`config.mk`:
```
export PLATFORM = sky130hd
export DESIGN_NAME = n_queens_solution_counter_core
export DESIGN_NICKNAME = d
export VERILOG_FILES = /design/src/sv/nqsc_pkg.sv /design/src/sv/nqsc_check.sv /design/src/sv/n_queens_solution_counter_core.sv
export SDC_FILE = /design/constraint.sdc
export NUM_CORES = 1
export LEC_CHECK = 0
export BUFFER_PORTS_ARGS = -buffer_cell sky130_fd_sc_hd__buf_4
export CAP_MARGIN = 5
export CORE_ASPECT_RATIO = 1.2
export CORE_UTILIZATION = 30
export CTS_CLUSTER_DIAMETER = 40
export DETAILED_ROUTE_END_ITERATION = 12
export GPL_TIMING_DRIVEN = 0
export MAX_ROUTING_LAYER = met4
export PLACE_DENSITY = 0.51
export SKIP_CTS_REPAIR_TIMING = 1
export SYNTH_ARGS = -nofsm -noshare
export SYNTH_HDL_FRONTEND = slang
export SYNTH_SLANG_ARGS = --single-unit
```
`constraint.sdc`:
```
create_clock -name clk -period 7 [get_ports clk]
set_input_delay 1.05 -clock clk [delete_from_list [all_inputs] [get_ports clk]]
set_output_delay 1.05 -clock clk [all_outputs]
set_load 0.02 [all_outputs]
```
`src/sv/nqsc_pkg.sv`:
```
// shared constants and types for the n-queens solution counter
`default_nettype none

package nqsc_pkg;

    localparam int MAX_QUEENS = 8;

    localparam int ROW_W  = $clog2(MAX_QUEENS);
    localparam int COL_W  = $clog2(MAX_QUEENS + 1);
    localparam int FIRST_W = 3;
    localparam int SIZE_W  = 4;
    localparam int CNT_W   = 16;

    typedef logic [ROW_W-1:0] row_t;
    typedef logic [COL_W-1:0] col_t;
    typedef logic [CNT_W-1:0] cnt_t;

    typedef enum logic [1:0] {
        ST_IDLE,
        ST_STEP,
        ST_CHECK,
        ST_DONE
    } state_t;

endpackage

`default_nettype wire

```
`src/sv/nqsc_check.sv`:
```
// shared attack compare unit: one earlier queen against the trial row
`default_nettype none

module nqsc_check (
    input  wire nqsc_pkg::row_t queen_row,
    input  wire nqsc_pkg::row_t trial_row,
    input  wire nqsc_pkg::col_t distance,
    output logic               conflict
);
    import nqsc_pkg::*;

    row_t diff;

    always_comb
    begin
        if (queen_row > trial_row)
        begin
            diff = queen_row - trial_row;
        end
        else
        begin
            diff = trial_row - queen_row;
        end
        conflict = (queen_row == trial_row) || (COL_W'(diff) == distance);
    end

endmodule

`default_nettype wire

```
`src/sv/n_queens_solution_counter_core.sv`:
```
// n-queens solution counter: backtracking sequencer around one shared compare unit
//
// usage
//   config: board_size is written with a cfg_valid/cfg_ready transfer; cfg_ready is
//   always high. sizes above the board maximum act as the maximum, zero rejects all.
//   command: a transfer happens when start is high and busy is low; first_row is
//   the row of the queen in column zero and is sampled at that edge.
//   result: done is high for exactly one cycle with solutions and bad_row valid.
//   the receiver cannot stall; the result is taken in the done cycle.
// latency
//   a bad first row gives done in the cycle right after the command transfer.
//   otherwise each search step passes through the step state, then the check state
//   once per earlier queen compared by the shared attack unit (one compare per cycle);
//   the total time per item is set by the partial placements tried.
//   busy stays high from the command transfer through the done cycle, so one
//   item is in flight at a time.
// reset
//   rst_n low clears the sequencer, the try stack and sets board_size to eight.
`default_nettype none

module n_queens_solution_counter_core (
    input  wire                     clk,
    input  wire                     rst_n,
    input  wire                     cfg_valid,
    output logic                    cfg_ready,
    input  wire [nqsc_pkg::SIZE_W-1:0]  board_size,
    input  wire                     start,
    output logic                    busy,
    input  wire [nqsc_pkg::FIRST_W-1:0] first_row,
    output logic                    done,
    output logic [nqsc_pkg::CNT_W-1:0]  solutions,
    output logic                    bad_row
);
    import nqsc_pkg::*;

    state_t state_reg, state_next;

    logic [SIZE_W-1:0] size_reg;
    col_t n_reg, n_next;
    col_t col_reg, col_next;
    row_t idx_reg, idx_next;
    row_t trial_reg, trial_next;
    cnt_t count_reg, count_next;
    logic bad_reg, bad_next;

    row_t queen_row_reg [MAX_QUEENS];
    col_t try_row_reg [MAX_QUEENS];

    logic q_we;
    row_t q_waddr;
    row_t q_wdata;
    logic t_we;
    row_t t_waddr;
    col_t t_wdata;

    col_t n_eff;
    col_t first_ext;
    logic first_bad;
    row_t col_idx;
    col_t cur_try;
    logic at_end;
    logic exhausted;
    col_t col_dec;
    logic back_to_zero;
    logic last_idx;
    col_t distance;
    logic conflict;

    nqsc_check u_check (
        .queen_row (queen_row_reg[idx_reg]),
        .trial_row (trial_reg),
        .distance  (distance),
        .conflict  (conflict)
    );

    // search decisions
    always_comb
    begin
        if (size_reg > SIZE_W'(MAX_QUEENS))
        begin
            n_eff = COL_W'(MAX_QUEENS);
        end
        else
        begin
            n_eff = COL_W'(size_reg);
        end
        first_ext    = COL_W'(first_row);
        first_bad    = first_ext >= n_eff;
        col_idx      = col_reg[ROW_W-1:0];
        cur_try      = try_row_reg[col_idx];
        at_end       = col_reg >= n_reg;
        exhausted    = cur_try >= n_reg;
        col_dec      = col_reg - 1'b1;
        back_to_zero = col_dec == '0;
        last_idx     = (COL_W'(idx_reg) + 1'b1) == col_reg;
        distance     = col_reg - COL_W'(idx_reg);
    end

    // next state
    always_comb
    begin
        state_next = state_reg;
        case (state_reg)
            ST_IDLE:
            begin
                if (start)
                begin
                    state_next = first_bad ? ST_DONE : ST_STEP;
                end
            end
            ST_STEP:
            begin
                if (at_end || exhausted)
                begin
                    state_next = back_to_zero ? ST_DONE : ST_STEP;
                end
                else
                begin
                    state_next = ST_CHECK;
                end
            end
            ST_CHECK:
            begin
                if (conflict || last_idx)
                begin
                    state_next = ST_STEP;
                end
            end
            ST_DONE:
            begin
                state_next = ST_IDLE;
            end
            default:
            begin
                state_next = ST_IDLE;
            end
        endcase
    end

    // datapath next values
    always_comb
    begin
        n_next     = n_reg;
        col_next   = col_reg;
        idx_next   = idx_reg;
        trial_next = trial_reg;
        count_next = count_reg;
        bad_next   = bad_reg;
        q_we       = 1'b0;
        q_waddr    = '0;
        q_wdata    = '0;
        t_we       = 1'b0;
        t_waddr    = '0;
        t_wdata    = '0;
        case (state_reg)
            ST_IDLE:
            begin
                if (start)
                begin
                    n_next     = n_eff;
                    count_next = '0;
                    bad_next   = first_bad;
                    col_next   = COL_W'(1);
                    if (!first_bad)
                    begin
                        q_we    = 1'b1;
                        q_waddr = '0;
                        q_wdata = ROW_W'(first_row);
                        t_we    = COL_W'(1) < n_eff;
                        t_waddr = ROW_W'(1);
                    end
                end
            end
            ST_STEP:
            begin
                if (at_end)
                begin
                    if (count_reg != '1)
                    begin
                        count_next = count_reg + 1'b1;
                    end
                    col_next = col_dec;
                end
                else if (exhausted)
                begin
                    col_next = col_dec;
                end
                else
                begin
                    t_we       = 1'b1;
                    t_waddr    = col_idx;
                    t_wdata    = cur_try + 1'b1;
                    trial_next = cur_try[ROW_W-1:0];
                    idx_next   = '0;
                end
            end
            ST_CHECK:
            begin
                if (!conflict)
                begin
                    if (last_idx)
                    begin
                        q_we     = 1'b1;
                        q_waddr  = col_idx;
                        q_wdata  = trial_reg;
                        col_next = col_reg + 1'b1;
                        t_we     = (col_reg + 1'b1) < n_reg;
                        t_waddr  = col_idx + 1'b1;
                    end
                    else
                    begin
                        idx_next = idx_reg + 1'b1;
                    end
                end
            end
            default:
            begin
            end
        endcase
    end

    // outputs
    always_comb
    begin
        busy      = state_reg != ST_IDLE;
        done      = state_reg == ST_DONE;
        solutions = count_reg;
        bad_row   = bad_reg;
        cfg_ready = 1'b1;
    end

    always_ff @(posedge clk or negedge rst_n)
    begin
        if (!rst_n)
        begin
            state_reg <= ST_IDLE;
            size_reg  <= SIZE_W'(MAX_QUEENS);
            n_reg     <= '0;
            col_reg   <= '0;
            count_reg <= '0;
            bad_reg   <= 1'b0;
            for (int k = 0; k < MAX_QUEENS; k++)
            begin
                try_row_reg[k] <= '0;
            end
        end
        else
        begin
            state_reg <= state_next;
            n_reg     <= n_next;
            col_reg   <= col_next;
            count_reg <= count_next;
            bad_reg   <= bad_next;
            if (cfg_valid && cfg_ready)
            begin
                size_reg <= board_size;
            end
            if (t_we)
            begin
                try_row_reg[t_waddr] <= t_wdata;
            end
        end
    end

    always_ff @(posedge clk)
    begin
        idx_reg   <= idx_next;
        trial_reg <= trial_next;
        if (q_we)
        begin
            queen_row_reg[q_waddr] <= q_wdata;
        end
    end

endmodule

`default_nettype wire

```
==> results of run 1 <==
[per-stage QoR]
stage               instances  cell area, um^2  power, uW  utilization
finish                    783             6551       2805       0.3565
global route              783             6551       3012       0.3565
CTS                       783             6551       2819       0.3565
detailed placement        767             6226       2277       0.3388
global placement          767             6226       2251       0.3388
floorplan                 486             5693       1888            -
[cell usage after synthesis (3+ instances only)]
library cell and number:
and2_1 4, nor3_1 7, o21a_1 4, mux2i_1 6
ha_1 32, buf_2 3, a211oi_1 5, nor2_1 35
inv_1 29, xor2_1 16, a31oi_1 3, xnor2_1 6
o31ai_1 4, fa_1 3, or3_1 6, dfxtp_1 3
mux2_2 38, dfrtp_1 62, mux4_2 14, nand2b_1 3
nand4_1 9, and4_1 5, a21oi_1 14, or2_2 3
o311ai_2 3, edfxtp_1 30, nand2_1 44, o22ai_1 4
buf_6 3, nand3_1 7, o21ai_0 20, mux2_1 5
clkbuf_1 7, and3_1 4
[layer usage]
layer,up-vias,GRT usage,part of all wire
met3,19,0.02415,0.024
met5,-,-,0
li1,1859,-,-
met4,0,0.05490,0.018
met1,1946,0.1874,0.45
met2,61,0.2567,0.51
[final timing paths]
kind                                            endpoint  slack [ns]  cells past startpoint
max                        queen_row_reg[7][1]$_DFFE_PP_        2.07                     13
min                           try_row_reg[2]$_DFFE_PN0P_        0.49                      1
max reg2reg                queen_row_reg[7][1]$_DFFE_PP_        2.07                     13
min reg2reg                   try_row_reg[2]$_DFFE_PN0P_        0.49                      1
max in group asynchronous         col_reg[0]$_DFFE_PN0P_        5.68                      1
min in group asynchronous    try_row_reg[22]$_DFFE_PN0P_        0.78                      1
[worst max-delay path, cell delays in order (launching register included)]
cell	delay [ns]
dfxtp_1	0.30
clkbuf_1	0.44
mux4_2	0.59
mux2i_1	0.25
ha_1	0.26
inv_1	0.06
fa_1	0.45
or4_1	0.55
o311ai_2	0.15
nor3b_2	0.14
buf_6	0.17
or2_2	0.29
clkbuf_1	0.18
o21ai_0	0.76
[power breakdown]
group,switching (uW),internal [uW]
registers,85.0,677
logic,918,593
clock network,244,288
total,1250,1560
[area by class of cell]
class	instances	area share
Buffer	16	0.01681
Clock buffer	9	0.03438
Clock inverter	7	0.01528
Inverter	31	0.01967
Multi-Input combinational cell	343	0.4450
Sequential cell	96	0.3875
Tap cell	252	0.04813
Timing Repair Buffer	29	0.03323
[kinds of logic after synthesis]
kind of cell	count (synthesis)	share of synthesized area
xor+xnor	23	0.03802
simple gates	144	0.1316
fa+ha+maj	35	0.08088
buf+inv	47	0.04198
other cells	1	0.0006587
compound gates	77	0.1099
flops	96	0.4459
mux	63	0.1510
==> results.md, run 1 <==
* Critical-path maximum fanout at 10
* Pins Over Slew Limit at 0
* Pwr/cell area at 428.2 nW/um^2
* Largest register FFs at 32
* Least-Margin Pin Slew at just over 0.9 ns
* Total gr overflow at 0
* H-tree depth at 3
* Final setup violation count at 0
* Initial antenna violation count at 0
* Crit. End Element: flip-flop
* Num CTS Buffers at 9
* Post-DR vias/cell at ~5
* Fin. Hold Viols at 0
* Routability cong. at 0.8151
* Die Area at between 15000 and 20000 um^2
* Most frequent cells in the layout: 62 x dfrtp_1, 44 x nand2_1, 38 x mux2_2, 35 x nor2_1, 32 x ha_1
* Syn Std Cell Area at approximately 5700 um^2
* CTS Buffer Depth at 2
* Initial Utilization at 0.3098
* Syn Inst Count at just under 500
* CTS Root Cell: clkbuf_16
* Synth Warn # at 0
* DP Wirelength at 10.20 mm
* Avg Inst Size Synth at 11.71 um^2
* Number of global-route vias before repair at 4113
* Final period util at 0.7040
* MaxCap Viol Count at 0
* Via Count at just under 4000
* Relative slew slack at 0.3762
* Boundary Pins at 31
* Fin crit period at 4.928 ns
* Data arrival, critical path at 4.96 ns
* DRC Markers at 0
* Drt pass-1 iters at 4
* Post-synth cell types at 70
* Yosys top cell area share at 0.2725
* WL final at 13.71 mm
* Worst setup SP type: flip-flop
* RSZ-0062 raised after global routing: false
* Largest net degree at the start of global routing at 64
* Min-Delay Startpoint: try_row_reg[2]$_DFFE_PN0P_
* Synth async-reset ratio at 0.6563
* WL per Instance at 17.51 um
* Seq/Total Area, Yosys at 0.4459
* Worst vdd ir at 220.0 uV
* Hold Crit Class: reg -> reg
* Synth area leaders: dfrtp_1 27%, edfxtp_1 16%, mux2_2 7.5%
* Post-DRT Antenna Nets at 0
* Commonest non-fill, non-tap cell in the layout: dfrtp_1
* Fmax at 202.9 MHz
* Synth area leader: dfrtp_1
* Die Span X at 127.8 um
* CP required at approximately 7 ns
* Area growth from synthesis to layout at 15.08%
* CTS tree: yes
* Clk_lat worst skew at 0.36 ns
* Cell Rows at 54
* Register area at ~2500 um^2
* Clk sinks at 96
* Ant diodes at 0
* Post-synth EDFFs at 30
* Layout cells sized above 1 at 0.2524
* Clock-pin transition on the worst setup and hold timing paths at roughly 0.08 ns
* Status: finished clean
* Fin Clk Skew at 0.01066 ns
* Synth Flop Type: dfrtp_1
* Core Box Area at about 18000 um^2
* Setup slack after layout at a little over 2 ns
* Post-route setup TNS at 0 ns
* Pre-CTS WS at 2.057 ns
* PortBufs at 29
* Die H at 152.9 um
* Crit path kind: reg -> reg
* Yosys reg bits at 96
* Multi-input gate area at 2915 um^2
* GRT Total Usage at 0.1539
* Fill count at around 1900
* Detailed Route Iter0 Violations at about 190
* Leak Pwr at 0.002866 uW
* Worst hold slack at 0.4935 ns
* Post-synth net total at 532
* First-pass GRT wire length at 22.40 mm
* Layout Nets at approximately 570
Power figures use the tool's default switching activity.
==> run 2, diff against run 1 <==
Settings changed: PLACE_DENSITY 0.51 to 0.53.
Clock period 7 ns to 4.3 ns, I/O delays scaled along.
==> run 2 against run 1 <==
Largest power group unchanged. Via count up 0.23%. Cell count up 0.13%. Worst hold slack got worse by 0.13 ns.
==> results.md, run 2 (synthesis results as in run 1) <==
* Clk sinks at 96 (unchanged)
* Layout cells sized above 1 at 0.2744 (+0.02208)
* Core Box Area at 18380 um^2 (unchanged)
* Relative slew slack at 0.4622 (+0.08606)
* Clk_lat worst skew at 0.36 ns (about the same)
* Fin. Hold Viols at 0 (unchanged)
* Hold Crit Class: in -> async
* Worst vdd ir at 322.8 uV (+47%)
* Pwr/cell area at 684.3 nW/um^2 (+60%)
* Detailed Route Iter0 Violations at 144 (-24%)
* Area growth from synthesis to layout at 15.89%
* GR Util met1 at 0.1791 (-0.008240)
* H-tree depth at 3 (unchanged)
* Layout Nets at 573 (+0.17%)
* Total gr overflow at 0 (unchanged)
* Least-Margin Pin Slew at 0.8067 ns (-0.1193 ns)
* Post-DR vias/cell at 4.967 (+0.10%)
* DP Wirelength at 10.05 mm (-1.5%)
* Crit path kind: reg -> reg
* Fin Clk Skew at 0.009740 ns (-0.0009179 ns)
* Critical-path maximum fanout at 10 (unchanged)
* Commonest non-fill, non-tap cell in the layout: dfrtp_1
* Num CTS Buffers at 9 (unchanged)
* Die H at 152.9 um (unchanged)
* RSZ-0062 raised after global routing: true
* Most frequent cells in the layout: 61 x dfrtp_1, 44 x nand2_1, 38 x mux2_2, 35 x nor2_1, 33 x buf_4
* Net Sw Frac at 0.4446 (about the same)
* Final setup violation count at 0 (unchanged)
* Fmax at 241.9 MHz (+19%)
* GRT met2 Usage at 0.2547 (-0.002070)
* Pwr Total at 4514 uW (+61%)
* Comb power frac at 0.549 (+0.011)
* GRT Total Usage at 0.1515 (-0.002410)
* Final period util at 0.9615 (+0.2575)
* Worst hold slack at 0.3608 ns (-0.1327 ns)
* Drt pass-1 iters at 7 (+3)
* Largest register FFs at 32 (unchanged)
* CTS Root Cell: clkbuf_16
* Final core utilization at 0.3590 (+0.002520)
* Leak Pwr at 0.002865 uW (about the same)
* Most Crowded Layer GR: met2
* Internal power at 2507 uW (+61%)
* CTS tree: yes
* First-pass GRT wire length at 21.88 mm (-2.3%)
* Fin crit period at 4.134 ns (-0.7933 ns)
* CTS Buffer Depth at 2 (unchanged)
* Met3 usage at 0.02625 (+0.002100)
* Clock-pin transition on the worst setup and hold timing paths at 0.07 ns (about the same)
* Boundary Pins at 31 (unchanged)
* Ant diodes at 0 (unchanged)
* Placed Area at 6226 um^2 (unchanged)
* R2R cell count at 11 (-2)
* Sequential group share of total power at 0.279 (+0.007)
* PortBufs at 29 (unchanged)
* Cell Rows at 54 (unchanged)
* CP required at 4.31 ns (-2.72 ns)
* Post-DRT Antenna Nets at 0 (unchanged)
* Via Count at 3894 (+0.23%)
* Pins Over Slew Limit at 0 (unchanged)
* Sw power at 2007 uW (+61%)
* Fill count at 1867 (+0.86%)
* Die Area at 19530 um^2 (unchanged)
* Data arrival, critical path at 4.15 ns (-0.81 ns)
* Crit. End Element: flip-flop
* Clk pwr share at 0.172 (-0.018)
* Number of global-route vias before repair at 4122 (+0.22%)
* Status: finished clean
* DRC Markers at 0 (unchanged)
* Largest net degree at the start of global routing at 64 (unchanged)
* Initial Utilization at 0.3098 (unchanged)
* Final Cell Area at 6598 um^2 (+0.71%)
* MaxCap Viol Count at 0 (unchanged)
* WL per Instance at 17.10 um (-2.3%)
* Die Span X at 127.8 um (unchanged)
* Worst setup SP type: flip-flop
* Initial antenna violation count at 0 (unchanged)
* Routability cong. at 0.8333 (+2.2%)
* WL final at 13.41 mm (-2.2%)
## run 2: cell count changes in the layout (fill, tap and decap cells not counted), sizes merged
cell    previous run  this run
bufinv             1         0
clkinv             4         5
clkbuf            18        17
buf               36        39
inv               31        30
## run 2: area by class of cell
class	count	area, um^2	share of cell area
buffer	14	108.9	0.01650
clock buffer	10	239.0	0.03622
clock inverter	6	43.79	0.006638
inverter	31	128.9	0.01953
multi-input combinational	343	2978	0.4514
sequential	96	2544	0.3855
tap	252	315.3	0.04779
timing repair buffer	32	240.2	0.03641
## run 2: per-stage QoR
stage / instances / setup WS, ns / setup TNS (ns)
after global routing: 784 / -0.004101 / -0.01063
after global placement: 767 / -0.4932 / -18.08
after CTS: 783 / -0.7086 / -25.81
after floorplan: 486 / 0.2475 / 0
after detailed placement: 767 / -0.6958 / -24.57
final: 784 / 0.1656 / 0
## run 2: metal layers
| metal | part of all wire | wire, um |
|---|---|---|
| met1 | 0.44 | 5857 |
| met2 | 0.51 | 6853 |
| met3 | 0.029 | 389 |
| met4 | 0.023 | 308 |
| met5 | 0 | 0 |
## run 2: worst max-delay path, stage by stage, from the launching register on
cell	delay, ns
dfxtp_4	0.42
mux4_2	0.53
mux2i_1	0.24
ha_1	0.26
inv_1	0.07
fa_1	0.44
or4_1	0.56
o311ai_2	0.15
nor3b_2	0.13
buf_6	0.17
or2_2	0.40
nor3_1	0.39
## run 2: final timing paths
path / endpoint / slack [ns]
setup / recovery: queen_row_reg[3][1]$_DFFE_PP_ / 0.17
hold / removal: solutions[6]$_DFFE_PN0P_ / 0.36
setup reg to reg: queen_row_reg[3][1]$_DFFE_PP_ / 0.17
hold reg to reg: n_reg[3]$_DFFE_PN0P_ / 0.49
max in group asynchronous: col_reg[0]$_DFFE_PN0P_ / 3.35
min in group clk: size_reg[3]$_DFFE_PN1P_ / 0.48
## run 2: power groups by stage
stage | Clock, uW | Combinational, uW | Sequential [uW]
floorplan | 0 | 1840 | 1230
CTS | 795 | 2440 | 1240
global route | 830 | 2720 | 1290
global placement | 0 | 2380 | 1250
detailed placement | 0 | 2420 | 1260
finish | 778 | 2480 | 1260
==> run 3, diff against run 2 <==
Settings changed: CORE_UTILIZATION 30 to 45, PLACE_DENSITY 0.53 to 0.7.
==> run 3 against run 2 <==
Routed wire length is 5.2% lower. Non-clock buffer count shrank 2. Power increased by 3.6%. Sequential power is essentially flat. Maximum frequency is 0.19% lower. Worst hold slack improved by 0.022 ns. Die area decreased by 33%. Critical path type unchanged. Highest routed layer unchanged. Final area shrank 0.74%. Count of clock-buffer cells in the layout is 1 lower. Cell count down 12%. Core utilization up 18 points. Largest power group unchanged. Flip-flop and latch count stayed put.
==> results.md, run 3 (synthesis results as in run 1) <==
* MaxCap Viol Count at 0 (unchanged)
* Least-Margin Pin Slew at 0.8123 ns (+0.005655 ns)
* PortBufs at 29 (unchanged)
* Cell Rows at 44 (-19%)
* DP Wirelength at 9.426 mm (-6.2%)
* Layout cells sized above 1 at 0.2830 (+0.008583)
* Clock-pin transition on the worst setup and hold timing paths at 0.07 ns (about the same)
* GRT Total Usage at 0.2104 (+0.05890)
* Pwr/cell area at 713.9 nW/um^2 (+4.3%)
* Routability cong. at 0.8714 (+4.6%)
* Die Area at 13110 um^2 (-33%)
* Pins Over Slew Limit at 0 (unchanged)
* Pre-CTS WS at -0.5352 ns (+0.1606 ns)
* Layout Nets at 571 (-0.35%)
* Relative slew slack at 0.4585 (-0.003770)
* Crit path kind: reg -> reg
* Worst setup SP type: flip-flop
* Drt pass-1 iters at 7 (unchanged)
* Fill count at 1048 (-44%)
* Hold Crit Class: in -> async
* Ant diodes at 0 (unchanged)
* First-pass GRT wire length at 20.67 mm (-5.5%)
* Reg2Reg Launch Point: col_reg[0]$_DFFE_PN0P_
* Detailed Route Iter0 Violations at 336 (+130%)
* Leak Pwr at 0.002889 uW (+0.84%)
* Core Box Area at 12220 um^2 (-33%)
* Fin Clk Skew at 0.01073 ns (+0.0009879 ns)
* Met3 usage at 0.03545 (+0.009202)
* Largest register FFs at 32 (unchanged)
* WL final at 12.71 mm (-5.2%)
* Die Span X at 104.7 um (-18%)
* Die H at 125.2 um (-18%)
* Critical-path maximum fanout at 11 (+1)
* Clk_lat worst skew at 0.35 ns (about the same)
* Critical path launch point: col_reg[0]$_DFFE_PN0P_
* Fmax at 241.4 MHz (-0.19%)
* CP required at 4.53 ns (+0.22 ns)
* GRT met2 Usage at 0.3603 (+0.1057)
* Final setup violation count at 0 (unchanged)
* Post-DRT Antenna Nets at 0 (unchanged)
* DRC Markers at 0 (unchanged)
* Number of global-route vias before repair at 4036 (-2.1%)
* WL per Instance at 18.40 um (+7.6%)
* GR Util met1 at 0.2471 (+0.06798)
* Area growth from synthesis to layout at 15.03%
* Pwr Total at 4675 uW (+3.6%)
* Crit. End Element: flip-flop
* Most frequent cells in the layout: 61 x dfrtp_1, 44 x nand2_1, 38 x mux2_2, 35 x nor2_1
* Largest net degree at the start of global routing at 64 (unchanged)
* Boundary Pins at 31 (unchanged)
* Post-route setup TNS at 0 ns (unchanged)
* Post-DR vias/cell at 5.713 (+15%)
* Data arrival, critical path at 4.38 ns (+0.23 ns)
* Setup slack after layout at 0.1580 ns (-0.007681 ns)
* Worst vdd ir at 438.8 uV (+36%)
* Final core utilization at 0.5358 (+0.1768)
* Status: finished clean
* Clk sinks at 96 (unchanged)
* CTS Buffer Depth at 2 (unchanged)
* Fin crit period at 4.142 ns (+0.007681 ns)
* H-tree depth at 3 (unchanged)
* Fin. Hold Viols at 0 (unchanged)
* Total gr overflow at 0 (unchanged)
* Most Crowded Layer GR: met2
* CTS Root Cell: clkbuf_16
* Num CTS Buffers at 9 (unchanged)
* Initial antenna violation count at 0 (unchanged)
* CTS tree: yes
* Via Count at 3948 (+1.4%)
* Final period util at 0.9633 (+0.001786)
* Initial Utilization at 0.4658 (+0.1560)
* Commonest non-fill, non-tap cell in the layout: dfrtp_1
==> run 3: cell count changes in the layout (fill, tap and decap cells not counted), moves of 2 or more <==
cell / previous run / this run
buf_4: 33 / 31
bufinv_16: 0 / 2
clkinvlp_4: 2 / 0
inv_6: 0 / 2
mux2i_1: 5 / 3
mux2i_2: 0 / 2
==> run 3: final timing paths <==
path / end / slack [ns] / cells after the start
min in group clk: size_reg[3]$_DFFE_PN1P_ / 0.48 / 2
max reg2reg: try_row_reg[19]$_DFFE_PN0P_ / 0.16 / 16
max in group asynchronous: col_reg[0]$_DFFE_PN0P_ / 3.33 / 1
max: try_row_reg[19]$_DFFE_PN0P_ / 0.16 / 16
min: try_row_reg[17]$_DFFE_PN0P_ / 0.38 / 1
min reg2reg: n_reg[2]$_DFFE_PN0P_ / 0.49 / 2
==> run 3: per-layer routing <==
| metal | wire length (um) | part of all wire | vias to the layer above |
|---|---|---|---|
| li1 | - | - | 1851 |
| met1 | 5075 | 0.40 | 1954 |
| met2 | 6688 | 0.53 | 102 |
| met3 | 609 | 0.048 | 41 |
| met4 | 340 | 0.027 | 0 |
| met5 | 0 | 0 | - |
==> run 3: worst max-delay path, cell delays in order (launching register included) <==
cell and delay [ns]:
dfrtp_2 0.42, buf_6 0.19, mux4_2 0.55, mux2i_4 0.20, ha_1 0.27, nand2b_1 0.18
a2111oi_4 0.37, o22ai_2 0.17, or2_1 0.24, buf_6 0.14, clkinv_8 0.07, nand2_4 0.06
o21a_4 0.12, a311oi_4 0.25, buf_4 0.20, nand4_2 0.20, mux2_1 0.37
==> run 3: layout make-up <==
| type | instances | area [um^2] | area share |
|---|---|---|---|
| multi-input cells | 343 | 3005 | 0.4589 |
| flip-flops and latches | 96 | 2544 | 0.3884 |
| clock buffers | 9 | 225.2 | 0.03439 |
| repair buffers | 30 | 225.2 | 0.03439 |
| well taps | 161 | 201.4 | 0.03076 |
| inverters | 31 | 128.9 | 0.01968 |
| clock inverters | 7 | 110.1 | 0.01681 |
| plain buffers | 14 | 108.9 | 0.01662 |
==> run 3: where the power goes <==
group / internal, uW / switching (uW) / total [uW] / leakage, uW
combinational: 1000 / 1520 / 2530 / 0.00157
clock: 522 / 372 / 894 / 0.000165
sequential: 1110 / 149 / 1260 / 0.00116
total: 2630 / 2040 / 4680 / 0.00289
==> run 3: metrics by stage <==
stage,cell area (um^2),hold slack [ns],std cells
after floorplan,5693,0.3494,486
after global placement,6112,0.4727,676
after detailed placement,6112,0.4751,676
after CTS,6447,0.4091,692
after global routing,6549,0.4493,691
final,6549,0.3831,691
